==> src/rtl/core/omic_pkg.sv <==
`timescale 1ns / 1ps
`default_nettype none

package omic_pkg;

    // Field widths of the stream items and config registers
    localparam int COORD_W = 8;
    localparam int VAL_W   = 8;
    localparam int KDIM_W  = 6;
    localparam int MDIM_W  = 9;
    localparam int CELL_W  = 7;
    localparam int REQ_W   = 2;
    localparam int CFG_IDX_W = 2;

    // Request kinds carried in tuser
    localparam logic [REQ_W-1:0] REQ_KERNEL = 2'd0;
    localparam logic [REQ_W-1:0] REQ_MAP    = 2'd1;
    localparam logic [REQ_W-1:0] REQ_QUERY  = 2'd2;

    // Config register indexes
    localparam logic [CFG_IDX_W-1:0] CFG_KERNEL_W = 2'd0;
    localparam logic [CFG_IDX_W-1:0] CFG_KERNEL_H = 2'd1;
    localparam logic [CFG_IDX_W-1:0] CFG_MAP_W    = 2'd2;
    localparam logic [CFG_IDX_W-1:0] CFG_MAP_H    = 2'd3;

    localparam logic [CELL_W-1:0] CELL_HIT  = 7'd100;
    localparam logic [CELL_W-1:0] CELL_FREE = 7'd0;

    // One kernel term issued by the address sequencer
    typedef struct packed {
        logic act;   // a term is issued this cycle
        logic hit;   // its map cell lies inside the map
        logic last;  // final term of the walk
    } t_term;

endpackage

`default_nettype wire

==> src/rtl/core/omic_seq.sv <==
`timescale 1ns / 1ps
`default_nettype none

module omic_seq #(
    parameter int KERNEL_DIM_MAX = 32,
    parameter int MAP_DIM_MAX    = 256
) (
    input  wire logic                                i_clk,
    input  wire logic                                i_rst_n,
    input  wire logic                                i_start,
    input  wire logic [omic_pkg::COORD_W-1:0]        i_col,
    input  wire logic [omic_pkg::COORD_W-1:0]        i_row,
    input  wire logic [omic_pkg::KDIM_W-1:0]         i_kw,
    input  wire logic [omic_pkg::KDIM_W-1:0]         i_kh,
    input  wire logic [omic_pkg::MDIM_W-1:0]         i_mw,
    input  wire logic [omic_pkg::MDIM_W-1:0]         i_mh,
    output omic_pkg::t_term                          o_term,
    output logic [2*((KERNEL_DIM_MAX > 1) ? $clog2(KERNEL_DIM_MAX) : 1)-1:0] o_kaddr,
    output logic [2*$clog2(MAP_DIM_MAX)-1:0]         o_maddr
);

    localparam int KIW = (KERNEL_DIM_MAX > 1) ? $clog2(KERNEL_DIM_MAX) : 1;
    localparam int MIW = $clog2(MAP_DIM_MAX);
    // map coordinate: col + kernel half span, down to -(ceil(KERNEL_DIM_MAX/2)-1)
    localparam int CW  = $clog2(256 + KERNEL_DIM_MAX) + 1;
    localparam int LW  = omic_pkg::KDIM_W + 1;

    logic                 r_run, n_run;
    logic [KIW-1:0]       r_a, n_a, r_b, n_b;
    logic signed [CW-1:0] r_mx, n_mx, r_my, n_my, r_mx0, n_mx0;
    logic                 a_last, b_last, in_map;

    assign a_last = (LW'(r_a) == (LW'(i_kw) - LW'(1)));
    assign b_last = (LW'(r_b) == (LW'(i_kh) - LW'(1)));
    assign in_map = !r_mx[CW-1] && !r_my[CW-1]
                 && ($unsigned(r_mx) < CW'(i_mw)) && ($unsigned(r_my) < CW'(i_mh));

    always_comb begin
        n_run = r_run;
        n_a   = r_a;
        n_b   = r_b;
        n_mx  = r_mx;
        n_my  = r_my;
        n_mx0 = r_mx0;
        if (i_start) begin
            n_run = 1'b1;
            n_a   = '0;
            n_b   = '0;
            n_mx0 = CW'(i_col) + CW'(i_kw[omic_pkg::KDIM_W-1:1]);
            n_mx  = CW'(i_col) + CW'(i_kw[omic_pkg::KDIM_W-1:1]);
            n_my  = CW'(i_row) + CW'(i_kh[omic_pkg::KDIM_W-1:1]);
        end else if (r_run) begin
            if (a_last) begin
                // wrap to the next kernel row
                n_a  = '0;
                n_mx = r_mx0;
                n_b  = r_b + KIW'(1);
                n_my = r_my - CW'(1);
                if (b_last) begin
                    n_run = 1'b0;
                end
            end else begin
                n_a  = r_a + KIW'(1);
                n_mx = r_mx - CW'(1);
            end
        end
    end

    always_ff @(posedge i_clk) begin
        if (!i_rst_n) begin
            r_run <= 1'b0;
        end else begin
            r_run <= n_run;
        end
        r_a   <= n_a;
        r_b   <= n_b;
        r_mx  <= n_mx;
        r_my  <= n_my;
        r_mx0 <= n_mx0;
    end

    assign o_term.act  = r_run;
    assign o_term.hit  = r_run && in_map;
    assign o_term.last = r_run && a_last && b_last;
    assign o_kaddr     = {r_b, r_a};
    assign o_maddr     = {MIW'(r_my), MIW'(r_mx)};

endmodule

`default_nettype wire

==> config.mk <==
export PLATFORM = sky130hd
export DESIGN_NAME = omic_seq
export DESIGN_NICKNAME = d
export VERILOG_FILES = /design/src/rtl/core/omic_pkg.sv /design/src/rtl/core/omic_seq.sv
export SDC_FILE = /design/constraint.sdc
export NUM_CORES = 1
export LEC_CHECK = 0
export ABC_CLOCK_PERIOD_IN_PS = 6660
export BUFFER_PORTS_ARGS = -buffer_cell sky130_fd_sc_hd__buf_2
export CAP_MARGIN = 20
export CORE_UTILIZATION = 40
export CTS_CLUSTER_SIZE = 20
export DETAILED_ROUTE_END_ITERATION = 7
export PLACE_DENSITY = 0.63
export SLEW_MARGIN = 0
export SYNTH_ARGS = -nofsm -noshare
export SYNTH_HDL_FRONTEND = slang
export SYNTH_SLANG_ARGS = --single-unit
==> constraint.sdc <==
create_clock -name i_clk -period 6.66 [get_ports i_clk]
set_clock_uncertainty 0.15 [all_clocks]
set_input_delay 0.333 -clock i_clk [delete_from_list [all_inputs] [get_ports i_clk]]
set_output_delay 0.333 -clock i_clk [all_outputs]
set_load 0.1 [all_outputs]
# ---- After elaboration in Yosys (flattened, before gate mapping)
# Index checks and enable logic that the tools add are counted.
dict set report word_totals {
  reg_bits 41
  input_bits 49
  out_inout_bits 29
  word_cells 41
}
dict set report classes {
  add_sub_neg 8
  n_lt_le_gt_ge 2
  eq_ne 2
  n_mux 11
  n_reduce_logical 12
}
# operator count
set op_table {}
lappend op_table {{$mux 10} 6}
lappend op_table {{$lt 10x9->1} 2}
lappend op_table {{$sub 10x2->10 const B} 2}
lappend op_table {{$add 8x5->9} 2}
lappend op_table {{$eq 5x7->1} 2}
lappend op_table {{$sub 6x1->7 const B} 2}
lappend op_table {{$add 5x1->5 const B} 2}
lappend op_table {{$logic_and 1x1->1} 6}
lappend op_table {{$mux 5} 1}
lappend op_table {{$mux 1} 4}
lappend op_table {{$reduce_and 2->1} 2}
lappend op_table {{$reduce_bool 2->1} 2}
lappend op_table {{$logic_not 1->1} 2}

# ---- Depth between registers and ports, before layout
dict set report depth {
  depth_word 6
  ltp_mapped 10
  mapped_depth_nobuf 8
}

# ---- Worst setup path before layout
# OpenSTA, ideal clock, no wires.
dict set report synth_path {
  path_kind {register -> output}
  start {register r_my[5]}
  end {output o_term[1] (netlist name)}
  arrival_time_ps 3532
  required_ps 6177
  setup_slack_ps 2645
  stages_incl_launch_ff 7
  n_path_buf 0
  path_cell_list {edfxtp_1 ha_1 a211oi_1 o31ai_1 o2111ai_1 a21boi_0 a311oi_1}
}
# element line
set synth_rtl {}
lappend synth_rtl {{start: declaration} omic_seq.sv:30} ;# logic signed [CW-1:0] r_mx, n_mx, r_my, n_my, r_mx0, n_mx0;
lappend synth_rtl {{start signal: assignment} omic_seq.sv:78} ;# r_my <= n_my;
lappend synth_rtl {{end: declaration} omic_seq.sv:17} ;# output omic_pkg::t_term o_term,

==> results.md <==
* Clk sink count at 40
* Status: finished clean
* Final WL at roughly 6.8 mm
* Drc violations at 0
* Clock buffer count from CTS at 5
* Die H at slightly above 90 um
* Row count at 32
* Skew-Pair Late Insertion Delay at 0.29 ns
* YS warnings at 0
* GP Congestion at 0.8533
* Max Clock Freq at ~320 MHz
* Main synth FF type: edfxtp_1
* Post-synthesis instance total at between 300 and 400
* Final Cycle Share at between 40% and 50%
* Fill cells at slightly below 800
* Antenna-violating nets left at 0
* Final instance area at about 3800 um^2
* Share of layout cells above drive strength 1 at 22.38%
* Critical path required time at roughly 6.2 ns
* Final Total Pwr at just over 900 uW
* Area share of the largest cell type after synthesis at between 20 and 30%
* Vias in the first global route at ~2500
* Synth Area in Simple Gates at ~17%
* IO Pins at 78
* Layout net count at approximately 500
* Main combinational cell family by area after synthesis: simple AND/OR/NAND/NOR gates
* Core ar. at 7807 um^2
* Sequential share of power at roughly 36%
* # diodes at 0
* RSZ-0062 raised after global routing: false
* Worst-path clk slew at about 0.080 ns
* Wirelength per Cell at 12.98 um
* WHS at around 0.13 ns
* Die Wd at 92.13 um
* Ys async rst share at 0%
* Logic pwr share at roughly a third
* IR drop worst, VDD at between 100 and 150 uV
* Synth top area cells: edfxtp_1 27%, ha_1 12%, dfxtp_1 6.8%, xnor2_1 6.7%, xor2_1 4.9%
* XOR/XNOR Fraction of Synth Area at between 10 and 15%
* Starting DRC count in detailed routing at between 100 and 150
* CTS tree: yes
* Multiplexer area fraction after synthesis at between 3 and 4%
* PortBufs at between 70 and 80
* Hold Path Class: in -> reg
* DR vias at between 2000 and 3000
* Critical path fanouts, max at 9
* Routed vias/inst at between 5 and 6
* Syn nets at 443
* Number of enable flip-flop cells after synthesis at 29
* #FFs+latches synth at 40
* Area of placed instances at between 3000 and 4000 um^2
* Crit start category: input port
* CP Class: in -> out
* Commonest cells after routing, fill and taps aside: 77 x buf_2, 32 x ha_1, 30 x nand2_1
* # H-tree levels at 2
* Starting density of the core at 41.62%
* Drt first pass iters at 4
* # resized after CTS at 0
* Root buffer cell: clkbuf_8
* Sw Ratio at 35.99%
* Distinct cells, synth at 51
* Final setup viols at 0
* Synthesized cell area at ~3200 um^2
* Slew @ Worst Pin at 0.9718 ns
* Remaining global-route overflow at 0
* Sequential element share of the synthesized area at between 30% and 40%
* Sw Pwr at 328.0 uW
* Pin count of the biggest net entering global routing at 57
* First-pass GRT wire length at between 10 and 15 mm
* Commonest non-fill, non-tap cell in the layout: buf_2
* Clk pwr share at a little under a third
* Pint at 583.4 uW
* P_leak at between 0.0015 and 0.002 uW
* Worst EP arrival at between 2 and 3 ns
* R2r setup slk at around 4.0 ns
* Pwr dens at roughly 240 nW/um^2
* Postcts setup bufs at 0
* Synthesized-area fraction occupied by adder cells at a little over an eighth
* Final setup TNS at 0 ns
* Hpwl dp at approximately 5.3 mm
* Die Area at roughly 8500 um^2
* Mapped Avg Cell Area at around 9 um^2
* Final hold vios at 0
* Clock Path Buffers at 2
* Compound-Gate Fraction of Synth Area at 12.75%
* Total GRT Usage at 16.82%
* Layout overhead on the synthesized area at 15.56%
* Setup crit end kind: output port
* Max-cap violations at 0
* Max Slew Vio Count at 0
* Yosys top cell by area: edfxtp_1
* Initial antenna violation count at 0
* Fin util at roughly half
* Max transition margin at 35.21%
* Min Tclk post-route at slightly above 3 ns
* # hold bufs at CTS at 0
## layout make-up
cell class | instances | area [um^2] | share of cell area (%)
clock buffers | 5 | 68.82 | 1.833
clock inverters | 3 | 90.09 | 2.399
inverters | 28 | 105.1 | 2.799
multi-input cells | 267 | 1887 | 50.25
flip-flops and latches | 40 | 1091 | 29.06
well taps | 102 | 127.6 | 3.399
repair buffers | 77 | 385.4 | 10.26
## state kept, by name, indices dropped and copies added (netlist names)
name	cells
r_run	1
r_mx	10
r_b	5
r_mx0	9
r_my	10
r_a	5
## synth_stat cells, types with 2 or more instances
library cell   n
a21o_1         4
or2_2          2
dfxtp_1       11
a21oi_1       20
nor3_1        10
o21a_1         2
and3_1         3
edfxtp_1      29
clkbuf_1       5
or3_1          2
inv_1         28
o21ai_0       23
xor2_1        18
a211oi_1       4
o21bai_1       2
nor2_1        26
nor4_1        10
mux2_2         2
nor2b_1        3
nand2b_1       4
nand3_1       10
nand3b_1       4
o31ai_1        2
nor3b_1        2
nand4_1        2
xnor2_1       25
mux2i_1        6
nand2_1       30
fa_1           2
buf_4         17
ha_1          32
## through the flow
stage	instances	setup slack (ns)
2_1_floorplan	360	2.645
3_3_place_gp	514	3.666
3_5_place_dp	514	3.486
4_1_cts	522	3.490
5_1_grt	522	3.312
6_report	522	3.544
## logic make-up after synthesis
logic type      count (synthesis)
xor+xnor                       43
compound gates                 68
mux                             9
flops                          40
buf+inv                        53
fa+ha+maj                      34
simple gates                  113
## power groups by stage
stage | registers, uW | logic [uW] | clock network, uW
floorplan | 333 | 260 | 0
global placement | 336 | 304 | 0
detailed placement | 337 | 307 | 0
CTS | 332 | 309 | 278
global route | 337 | 336 | 288
finish | 331 | 307 | 273
## critical path, cell delays in order
cell and delay (ns):
buf_2 0.12, inv_1 0.05, ha_1 0.18, nor3b_1 0.28, o211a_1 0.20, nand4_1 0.30
nor2_1 0.52, and2_1 0.22, buf_2 0.42
## path summary, 6_finish.rpt
| check | to | start | depth (start not counted) |
|---|---|---|---|
| worst max-delay path | o_term[0] | i_kw[0] | 9 |
| worst min-delay path | r_run | i_rst_n | 3 |
| worst max register to register | r_mx[7] | r_a[0] | 6 |
| worst min register to register | r_a[3] | r_a[3] | 2 |
## metal layers
| layer | GRT usage (%) | share of wire (%) | vias to the layer above |
|---|---|---|---|
| li1 | - | - | 1369 |
| met1 | 23.11 | 50 | 1180 |
| met2 | 26.93 | 44 | 60 |
| met3 | 2.819 | 4.0 | 10 |
| met4 | 5.208 | 1.6 | 0 |
| met5 | 0 | 0 | - |
Power figures use the tool's default switching activity.
