File: src/rtl/core/omic_pkg.sv
`timescale 1ns / 1ps
`default_nettype none

package omic_pkg;

    // Field widths of the stream items and config registers
    localparam int COORD_W = 8;
    localparam int VAL_W   = 8;
    localparam int KDIM_W  = 6;
    localparam int MDIM_W  = 9;
    localparam int CELL_W  = 7;
    localparam int REQ_W   = 2;
    localparam int CFG_IDX_W = 2;

    // Request kinds carried in tuser
    localparam logic [REQ_W-1:0] REQ_KERNEL = 2'd0;
    localparam logic [REQ_W-1:0] REQ_MAP    = 2'd1;
    localparam logic [REQ_W-1:0] REQ_QUERY  = 2'd2;

    // Config register indexes
    localparam logic [CFG_IDX_W-1:0] CFG_KERNEL_W = 2'd0;
    localparam logic [CFG_IDX_W-1:0] CFG_KERNEL_H = 2'd1;
    localparam logic [CFG_IDX_W-1:0] CFG_MAP_W    = 2'd2;
    localparam logic [CFG_IDX_W-1:0] CFG_MAP_H    = 2'd3;

    localparam logic [CELL_W-1:0] CELL_HIT  = 7'd100;
    localparam logic [CELL_W-1:0] CELL_FREE = 7'd0;

    // One kernel term issued by the address sequencer
    typedef struct packed {
        logic act;   // a term is issued this cycle
        logic hit;   // its map cell lies inside the map
        logic last;  // final term of the walk
    } t_term;

endpackage

`default_nettype wire

File: src/rtl/core/omic_mac.sv
`timescale 1ns / 1ps
`default_nettype none

module omic_mac #(
    parameter int KERNEL_DIM_MAX = 32
) (
    input  wire logic                                 i_clk,
    input  wire logic                                 i_rst_n,
    input  wire logic                                 i_clear,
    input  wire omic_pkg::t_term                      i_term,
    input  wire logic signed [omic_pkg::VAL_W-1:0]    i_kdata,
    input  wire logic signed [omic_pkg::VAL_W-1:0]    i_mdata,
    output logic                                      o_busy,
    output logic signed [16+2*((KERNEL_DIM_MAX > 1) ? $clog2(KERNEL_DIM_MAX) : 1)-1:0] o_acc
);

    localparam int KIW = (KERNEL_DIM_MAX > 1) ? $clog2(KERNEL_DIM_MAX) : 1;
    localparam int PW  = 2 * omic_pkg::VAL_W;
    localparam int AW  = PW + 2 * KIW;

    logic                 r_v1, r_h1, r_v2, r_h2;
    logic signed [PW-1:0] r_prod;
    logic signed [AW-1:0] r_acc;

    // stage 1 waits on the RAM read, stage 2 holds the product
    always_ff @(posedge i_clk) begin
        if (!i_rst_n) begin
            r_v1 <= 1'b0;
            r_v2 <= 1'b0;
        end else begin
            r_v1 <= i_term.act;
            r_v2 <= r_v1;
        end
        r_h1   <= i_term.hit;
        r_h2   <= r_h1;
        r_prod <= i_kdata * i_mdata;
        if (i_clear) begin
            r_acc <= '0;
        end else if (r_v2 && r_h2) begin
            r_acc <= r_acc + AW'(r_prod);
        end
    end

    assign o_busy = r_v1 || r_v2;
    assign o_acc  = r_acc;

endmodule

`default_nettype wire

File: config.mk
export PLATFORM = sky130hd
export DESIGN_NAME = omic_mac
export DESIGN_NICKNAME = d
export VERILOG_FILES = /design/src/rtl/core/omic_pkg.sv /design/src/rtl/core/omic_mac.sv
export SDC_FILE = /design/constraint.sdc
export NUM_CORES = 1
export LEC_CHECK = 0
export BUFFER_PORTS_ARGS = -buffer_cell sky130_fd_sc_hd__buf_4
export CAP_MARGIN = 20
export CORE_MARGIN = 4
export CORE_UTILIZATION = 55
export CTS_BUF_LIST = sky130_fd_sc_hd__clkbuf_8 sky130_fd_sc_hd__clkbuf_16
export DETAILED_ROUTE_END_ITERATION = 10
export PLACE_DENSITY = 0.78
export SYNTH_ARGS = -nofsm -noshare
export SYNTH_HDL_FRONTEND = slang
export SYNTH_SLANG_ARGS = --single-unit
File: constraint.sdc
create_clock -name i_clk -period 5.05 [get_ports i_clk]
set_input_delay 1.01 -clock i_clk [delete_from_list [all_inputs] [get_ports i_clk]]
set_output_delay 1.01 -clock i_clk [all_outputs]
set_load 0.02 [all_outputs]
# Word level (Yosys, flattened, before mapping)
# Index checks and enable logic that the tools add are counted.
dict set report word_totals {
  regBits 46
  inputBits 22
  output_inout_bits 27
  word_cells 10
}
dict set report op_classes {
  addsub 1
  multipliers 1
  n_reduce_logical 2
}
# op count
set op_table {}
lappend op_table {{adder 26 x 16 -> 26 bit} 1}
lappend op_table {{multiplier 8 x 8 -> 16 bit} 1}
lappend op_table {{logical AND 1 bit} 1}
lappend op_table {{logical OR 1 bit} 1}

# Logic depth before layout (Yosys ltp)
# Gate-level depths: netlist of run 1.
dict set report logic_depth {
  ltp_word 1
  mapped_depth 19
  ltp_nobuf 19
}

# Least setup slack after synthesis of run 1
# Ideal clock, no wire load.
dict set report synth_timing {
  path_type {input to register}
  from {in i_mdata[7] (netlist bit)}
  to {reg r_prod[14]}
  setup_time_ns 0.079
  arrival_ns 4.758
  required_ns 4.971
  slack_ns 0.214
  cell_stages 16
  path_buffers 0
  cell_sequence {inv_1 -> nor2_1 -> fa_1 -> fa_1 -> fa_1 -> inv_1 -> fa_1 -> inv_1 -> ha_1 -> a21boi_0 -> o21ai_0 -> a21boi_0 -> o21ai_0 -> a21boi_0 -> nand3_1 -> o211ai_1}
}
dict set report synth_via {
  elab_chain_len 1
}
# item line_no
set synth_rtl {}
lappend synth_rtl {{from (decl)} omic_mac.sv:12} ;# input wire logic signed [omic_pkg::VAL_W-1:0] i_mdata,
lappend synth_rtl {{multiplier 8 x 8 -> 16 bit} omic_mac.sv:36} ;# r_prod <= i_kdata * i_mdata;
lappend synth_rtl {{to (signal assigned)} omic_mac.sv:36}
lappend synth_rtl {{to (decl)} omic_mac.sv:22} ;# logic signed [PW-1:0] r_prod;
# No other way between the ends.
# A chain may end at the register's enable or synchronous reset.

# Worst setup path in the final report of run 1
dict set report layout_timing {
  from {in i_mdata[4] (netlist bit)}
  to {reg r_prod[14]}
}
# The elaborated chain is that of the path after synthesis.

==> impl.org, run 1 <==
** Route
- Vias :: 3977
- After the first detailed-routing iteration, the DRC count stood at 70.
- DRC violation count after routing :: 0
- Drt pass-1 iters :: 4
- Routed wire length :: 9.856 mm
- The count of nets left with antenna violations once routing finished came out at 0.
- After detailed routing, the number of vias per cell comes to 5.296.
- Routed wire length per instance :: 13.12 µm

** Job
- The tool flagged a number of max-cap violations equal to 0.

** Hold path
- Counting instances, the worst hold path has a depth of 0.
- The path with the worst hold slack has its endpoint at r_h2.
- The tightest min-delay check is of the register to register type.
- Startpoint of the worst hold path :: r_h1

** STA
- Setup clock skew after layout :: 0.006022 ns
- The worst path in the final design needs a cycle of 4.761 ns, including I/O delays and setup.
- Endpoints failing setup :: 0
- Tightest slew margin relative to the limit :: 0.3179
- The number of slew-limit violations in the final report is 0.
- At the pin with the least slew margin, the transition time is 1.023 ns.
- Hold slack :: 0.3481 ns
- Worst Slack Setup Final :: 0.2890 ns
- Based on the critical path, the design can be clocked at up to 210.0 MHz.
- The final number of hold-violating endpoints is 0.
- Dividing the final minimum period by the clock period gives 0.9428.
- Unrepaired setup endpoints after global routing :: false

** Final layout
- Core utilization of the finished layout :: 0.6600
- Fill cells in the final layout number 718.
- Non-Filler Instances :: 751
- Area growth syn-to-layout :: 16.78%
- Across the whole layout, storage elements account for 920.9 µm².
- Finished layout cell area :: 5756 µm²
- In the final layout, the multi-input gates occupy 3662 µm².
- The final layout contains 774 nets.
- Antenna diode count :: 0
- Share of final-layout standard cells stronger than drive strength 1 :: 0.1602

** Clock tree
- CTS Buf Count :: 5
- Clock transition time at the flip-flop clock pins of the worst setup and hold paths :: 0.08 ns
- Worst-Skew Late Latency :: 0.29 ns
- Root cell of the clock tree :: sky130_fd_sc_hd__clkbuf_8
- The H-tree generated during clock tree synthesis spans 2 levels.
- CTS tree :: yes
- The tree built by TritonCTS fans out to 46 sinks.
- Number of buffers on the longest clock path :: 2

** Critical path
- STA classifies the critical path endpoint as a register.
- Arrival time at the worst endpoint :: 4.94 ns
- Measured in cells, the most critical reg-to-reg path has a length of 12.
- Source of the worst register-to-register timing path :: o_acc[0]
- For flop-to-flop paths, the worst setup slack is 2.14 ns.
- Required @ worst endpoint :: 5.23 ns
- STA classifies the critical path startpoint as an input pin.
- Worst setup path class :: input pin to register
- Reg-to-reg endpoint :: o_acc[22]
- Along the worst path, the maximum fanout reaches 6.

** Logic synthesis
- The number of different library cells used by synthesis comes to 53.
- Ranked by total cell area, the synthesized netlist is headed by sky130_fd_sc_hd__fa_1, sky130_fd_sc_hd__dfxtp_1, sky130_fd_sc_hd__ha_1, sky130_fd_sc_hd__inv_1, sky130_fd_sc_hd__and2_1.
- Synthesized Nets :: 695
- sky130_fd_sc_hd__inv_1 is the most common cell in the netlist.
- The synthesized design contains 0 enable-type register cells.
- Sequential fraction of the synthesis area :: 0.1868
- Cell taking the most area after synthesis :: sky130_fd_sc_hd__fa_1
- Synth top area share :: 0.2275
- Flops & latches, synth :: 46
- Cells after synthesis :: 563
- Warnings, synthesis :: 0
- Post-synthesis instance area :: 4928 µm²
- In the synthesized netlist the async set-or-reset flop fraction comes to 0.
- Commonest cells in the synthesized netlist :: sky130_fd_sc_hd__inv_1, sky130_fd_sc_hd__nand2_1, sky130_fd_sc_hd__fa_1, sky130_fd_sc_hd__ha_1, sky130_fd_sc_hd__dfxtp_1
- Predominant post-synthesis flop cell :: sky130_fd_sc_hd__dfxtp_1
- Post-synthesis area per instance :: 8.754 µm²

** Die
- Die outline area :: 10540 µm²
- After floorplanning, the core was divided into 34 placement rows.
- Effective utilization at floorplan :: 0.5651
- After floorplanning, the core was sized to cover 8721 µm².
- Io pins :: 49
- Horizontal die dimension :: 102.7 µm
- Die Height :: 102.7 µm

** Power and ir drop
- In this run the static leakage power is 2.824 nW.
- Combinational cell fraction of total power :: 0.679
- Part of the power in the clock network :: 0.112
- In this run the power spent charging and discharging nets is 0.0009953 W.
- Sw frac :: 0.4219
- Across the VDD grid, the largest voltage drop is 0.1938 mV.
- Internal power component :: 0.001364 W
- The share of total power dissipated in sequential elements is 0.209.
- Power density normalized to cell area :: 409.9 nW/µm²

** Placed design
- At the end of routability-driven placement, the weighted congestion stood at 0.8849.
- IO Port Bufs :: 47
- In this run the cell area measured after placement is 5627 µm².
- Pre-CTS setup slack :: -0.3097 ns
- The wire-length estimate of the detail-placed layout is 8.276 mm.
- Number of instances in the placed design :: 742

** GRT
- Global routing finished with a remaining overflow of 0.
- The via count of the first global-routing pass was 3973.
- Number of antenna violations at the first check in global routing :: 0
- Maximum number of pins on one net before global-route repair :: 30
- First-pass GRT wire length :: 17.29 mm
- GRT Util Overall :: 0.1995

** Run status
- Result of the run :: finished clean
[state kept, by name, indices dropped and copies added, names as in the netlist]
signal  flops
o_acc      26
r_v1        1
r_v2        1
r_h2        1
r_h1        1
r_prod     16
[cells by family after synthesis]
kind of cell	Yosys count	share of synthesized area
simple gates	174	0.1721
buf+inv	95	0.07235
xor+xnor	33	0.05864
fa+ha+maj	110	0.3646
compound gates	105	0.1455
flops	46	0.1868
[per-layer routing]
layer / up-vias / share of wire / GRT usage
met5: - / 0 / 0
met4: 0 / 0.011 / 0.04743
met3: 9 / 0.037 / 0.01962
met2: 83 / 0.51 / 0.3669
met1: 1905 / 0.44 / 0.2510
li1: 1980 / - / -
[power by group through the flow]
stage	Sequential (W)	Clock, W	Combinational (W)
after CTS	0.000492	0.000274	0.00159
final	0.000493	0.000265	0.00160
after detailed placement	0.000500	0	0.00158
after global routing	0.000500	0.000290	0.00183
after global placement	0.000497	0	0.00150
after floorplan	0.000499	0	0.00119
[critical path: stages]
cell	delay (ns)
sky130_fd_sc_hd__buf_4	0.11
sky130_fd_sc_hd__nand2_1	0.09
sky130_fd_sc_hd__fa_1	0.47
sky130_fd_sc_hd__fa_1	0.58
sky130_fd_sc_hd__fa_1	0.44
sky130_fd_sc_hd__fa_1	0.54
sky130_fd_sc_hd__inv_1	0.04
sky130_fd_sc_hd__ha_1	0.29
sky130_fd_sc_hd__nor2b_1	0.13
sky130_fd_sc_hd__o21ai_1	0.23
sky130_fd_sc_hd__a21boi_2	0.11
sky130_fd_sc_hd__o21ai_2	0.16
sky130_fd_sc_hd__a21boi_2	0.08
sky130_fd_sc_hd__o21ai_0	0.19
sky130_fd_sc_hd__a21boi_0	0.12
sky130_fd_sc_hd__buf_4	0.15
sky130_fd_sc_hd__nand3_1	0.08
sky130_fd_sc_hd__o211ai_1	0.09
[placed cells by master (no fill, tap or decap), types with 2 or more instances in the layout]
cell type / count
sky130_fd_sc_hd__a21boi_2: 2
sky130_fd_sc_hd__or3_1: 5
sky130_fd_sc_hd__nand3_1: 6
sky130_fd_sc_hd__xor2_1: 6
sky130_fd_sc_hd__fa_1: 56
sky130_fd_sc_hd__nor3_1: 3
sky130_fd_sc_hd__inv_1: 88
sky130_fd_sc_hd__or2_2: 2
sky130_fd_sc_hd__o21ai_0: 12
sky130_fd_sc_hd__nand2_1: 70
sky130_fd_sc_hd__ha_1: 54
sky130_fd_sc_hd__nand2b_1: 3
sky130_fd_sc_hd__and2_1: 43
sky130_fd_sc_hd__xnor2_1: 27
sky130_fd_sc_hd__nand3b_1: 2
sky130_fd_sc_hd__a21oi_1: 43
sky130_fd_sc_hd__o211ai_1: 2
sky130_fd_sc_hd__a21o_1: 12
sky130_fd_sc_hd__a211oi_1: 3
sky130_fd_sc_hd__o21ai_1: 2
sky130_fd_sc_hd__o21a_1: 7
sky130_fd_sc_hd__nor2b_1: 5
sky130_fd_sc_hd__clkbuf_8: 5
sky130_fd_sc_hd__and3_1: 2
sky130_fd_sc_hd__dfxtp_1: 46
sky130_fd_sc_hd__and4_1: 2
sky130_fd_sc_hd__nor2_1: 26
sky130_fd_sc_hd__buf_4: 80
[worst max-delay path by stage]
stage | cells after the start | endpoint | from | slack [ns]
finish | 18 | r_prod[14] | i_mdata[4] | 0.29
global placement | 18 | r_prod[14] | i_mdata[4] | -0.08
CTS | 21 | r_prod[14] | i_kdata[0] | 0.001
floorplan | 16 | r_prod[14] | i_mdata[7] | 0.21
detailed placement | 18 | r_prod[14] | i_mdata[4] | -0.31
global route | 21 | r_prod[14] | i_kdata[1] | 0.06
[through the flow]
stage	power, W	TNS, ns
finish	0.002359	0
global route	0.002623	0
CTS	0.002357	0
detailed placement	0.002082	-0.5050
global placement	0.002001	-0.08018
floorplan	0.001688	0
[area by class of cell]
cell class,count,share of cell area
Tap cell,108,0.02348
Multi-Input combinational cell,422,0.6363
Inverter,87,0.05674
Clock buffer,5,0.01196
Clock inverter,3,0.007174
Timing Repair Buffer,80,0.1043
Sequential cell,46,0.1600
[repair_timing]
item / CTS / global route
hold buffers: 0 / 0
setup endpoints to repair: 0 / 2
buffers inserted: 0 / 1
gates resized for setup: 0 / 7
endpoints found under the hold margin: 0 / 0
(Power assumes the default switching activity.)
==> run 2, diff against run 1 <==
Settings changed: CORE_ASPECT_RATIO from default to 1.4, PLACE_DENSITY 0.78 to 0.75.
Clock period 5.05 ns to 5.6 ns, I/O delays scaled along.
==> run 2 against run 1 <==
Register-to-register slack improved by 0.48 ns. Clock skew fell by 0.0013 ns. Hold slack got worse by 0.021 ns.
==> impl.org, run 2 (synthesis gave the netlist of run 1 again) <==
** GRT
- The sum of overflow across all layers after global routing is 0 (unchanged).
- Via count of the first global-routing pass :: 3994 (+0.53%)
- GRT Util Overall :: 0.1955 (-0.003918)
- The global-route wire length before repair is 16.79 mm (-2.9%).
- The number of antenna violations at the first check in global routing was 0 (unchanged).
- Maximum number of pins on one net before global-route repair :: 30 (unchanged)

** Critical path
- The required time of the critical path came to 5.81 ns (+0.58 ns).
- Critical Path Start :: i_mdata[7]
- The setup slack of the worst register-to-register path was 2.62 ns (+0.48 ns).
- The worst register-to-register path begins at o_acc[0].
- The count of cells along the worst register-to-register path came to 12 (unchanged).
- The worst register-to-register path ends at o_acc[22].
- The arrival time of the worst setup path is 5.31 ns (+0.37 ns).
- STA classifies the critical path endpoint as a register.
- STA classifies the critical path startpoint as an input pin.
- Worst setup path class :: input pin to register
- Worst setup endpoint :: r_prod[14]
- Maximum fanout count along the critical path :: 6 (unchanged)

** Route
- First DRT Iteration DRCs :: 96 (+37%)
- Drt pass-1 iters :: 5 (+1)
- The ratio of routed vias to standard cells is 5.380 (+1.6%).
- The count of vias placed by the detailed router is 3847 (-3.3%).
- Routed wire length :: 9.529 mm (-3.3%)
- The number of antenna-violating nets in the routed design was 0 (unchanged).
- Routed wire length per instance :: 13.33 µm (+1.6%)
- DRC violation count after routing :: 0 (unchanged)

** Die
- The number of top-level pins was 49 (unchanged).
- Die Height :: 120.0 µm (+17%)
- The floorplan row count is 40 (+18%).
- Horizontal die dimension :: 88.01 µm (-14%)
- The area of the placeable core came to 8658 µm² (-0.72%).
- Effective utilization at floorplan :: 0.5692 (+0.004083)
- Die outline area :: 10560 µm² (+0.21%)

** Clock tree
- Depth of the CTS H-tree :: 2 (unchanged)
- Clock sink count :: 46 (unchanged)
- Number of buffers on the longest clock path :: 2 (unchanged)
- CTS tree :: yes
- CTS Buf Count :: 5 (unchanged)
- Clock transition time at the flip-flop clock pins of the worst setup and hold paths :: 0.06 ns (-0.02 ns)
- Worst-Skew Late Latency :: 0.29 ns (about the same)
- Root cell of the clock tree :: sky130_fd_sc_hd__clkbuf_16

** Power and ir drop
- Total Power :: 0.002091 W (-11%)
- Part of the power in the clock network :: 0.155 (+0.043)
- The power per cell area was 377.2 nW/µm² (-8.0%).
- Part of the power in registers :: 0.212 (+0.003)
- Largest voltage drop on the vdd net :: 0.2887 mV (+49%)
- The internal power consumption is 0.001213 W (-11%).
- The net switching fraction of the power came to 0.4199 (-0.002038).
- Switch Pwr :: 0.0008782 W (-12%)
- Combinational cell fraction of total power :: 0.632 (-0.047)
- Leakage power of the design :: 2.694 nW (-4.6%)

** Placed design
- The sum of net half-perimeters after detailed placement was 7.848 mm (-5.2%).
- Number of instances in the placed design :: 707 (-4.7%)
- IO Port Bufs :: 47 (unchanged)
- The final RePlAce weighted congestion is 0.8569 (-3.2%).

** Final layout
- Max FFs per register :: 26 (unchanged)
- Area growth syn-to-layout :: 12.52%
- Antenna diode count :: 0 (unchanged)
- The number of nets at the end of the flow is 741 (-4.3%).
- Top library cells by usage in the layout, fill and taps aside :: sky130_fd_sc_hd__inv_1, sky130_fd_sc_hd__nand2_1, sky130_fd_sc_hd__fa_1
- Most common cell after layout, fill and taps aside :: sky130_fd_sc_hd__inv_1
- Non-Filler Instances :: 715 (-4.8%)
- The layout cell share with drive strength beyond 1 was 0.1082 (-0.05199).

** STA
- Peak Freq :: 196.1 MHz
- Final critical delay including setup and external delays :: 5.099 ns
- The number of slew-limit violations in the final report is 0 (unchanged).
- The headroom to the max-slew limit came to 0.3114 (-0.006427).
- Setup clock skew after layout :: 0.004742 ns (-0.001280 ns)
- Ratio of final minimum period to clock period :: 0.9105
- The setup TNS after final layout is 0 ns (unchanged).
- The slew of the pin with the lowest slew margin came to 1.033 ns (+0.009640 ns).
- Unrepaired setup endpoints after global routing :: false
- Hold violation total from the final report :: 0 (unchanged)
- Endpoints failing setup :: 0 (unchanged)

** Run status
- The flow ran to the end, and the final reports show no timing, DRC or antenna violations.

** Hold path
- Hold Path Class :: register to register

** Job
- Maximum Capacitance Violations :: 0 (unchanged)
-- run 2: cell types whose count changed in the layout (fill, tap and decap cells not counted), moves of 2 or more --
cell,delta
sky130_fd_sc_hd__buf_4,-33
sky130_fd_sc_hd__clkbuf_16,+5
sky130_fd_sc_hd__clkbuf_8,-5
sky130_fd_sc_hd__a21boi_2,-2
sky130_fd_sc_hd__o21ai_0,+2
-- run 2: power groups by stage --
stage | clock (W) | sequential, W | combinational [W]
floorplan | 0 | 0.000450 | 0.00107
global placement | 0 | 0.000448 | 0.00127
detailed placement | 0 | 0.000451 | 0.00133
CTS | 0.000331 | 0.000444 | 0.00134
global route | 0.000346 | 0.000450 | 0.00154
finish | 0.000325 | 0.000444 | 0.00132
-- run 2: repair_timing --
item / in CTS / in global routing
hold buffers: 0 / 0
setup buffers: 0 / 0
setup endpoints to repair: 0 / 1
resized for setup: 0 / 1
-- run 2: worst max-delay path: stages --
cell,delay (ns)
sky130_fd_sc_hd__buf_4,0.13
sky130_fd_sc_hd__inv_1,0.18
sky130_fd_sc_hd__nor2_1,0.09
sky130_fd_sc_hd__fa_1,0.51
sky130_fd_sc_hd__fa_1,0.52
sky130_fd_sc_hd__fa_1,0.55
sky130_fd_sc_hd__inv_1,0.05
sky130_fd_sc_hd__fa_1,0.52
sky130_fd_sc_hd__inv_1,0.04
sky130_fd_sc_hd__ha_1,0.30
sky130_fd_sc_hd__a21boi_0,0.26
sky130_fd_sc_hd__o21ai_0,0.14
sky130_fd_sc_hd__a21boi_0,0.28
sky130_fd_sc_hd__o21ai_0,0.16
sky130_fd_sc_hd__a21boi_1,0.26
sky130_fd_sc_hd__nand3_1,0.11
sky130_fd_sc_hd__o211ai_1,0.09
-- run 2: how the worst min path moves through the flow --
stage          start    to  slack (ns)  cells past startpoint
3_5_place_dp    r_h1  r_h2        0.32                      0
5_1_grt         r_h1  r_h2        0.35                      0
2_1_floorplan   r_h1  r_h2        0.31                      0
3_3_place_gp    r_h1  r_h2        0.31                      0
6_report        r_h1  r_h2        0.33                      0
4_1_cts         r_h1  r_h2        0.33                      0
-- run 2: layer usage --
metal	wire length [µm]	global-route usage	vias up
met1	3818	0.2190	1843
met4	186	0.06238	0
li1	-	-	1918
met2	5149	0.3693	70
met3	375	0.02610	16
met5	0	0	-
-- run 2: stage by stage --
stage                     cell area (µm²)  hold slack [ns]  utilization  setup WS, ns
after floorplan                      4928           0.3096            -        0.6536
after global placement               5383           0.3142       0.6217        0.2049
after detailed placement             5383           0.3171       0.6217        0.1009
after CTS                            5545           0.3313       0.6405        0.3800
after global routing                 5545           0.3481       0.6405       0.09812
final                                5545           0.3272       0.6405        0.5010
-- run 2: cell type report --
| cell class | count | area [µm²] |
|---|---|---|
| clock buffers | 5 | 125.1 |
| repair buffers | 47 | 352.8 |
| inverters | 87 | 326.6 |
| clock inverters | 3 | 37.54 |
| fillers | 742 | 3113 |
| flip-flops and latches | 46 | 920.9 |
| well taps | 105 | 131.4 |
| multi-input cells | 422 | 3651 |
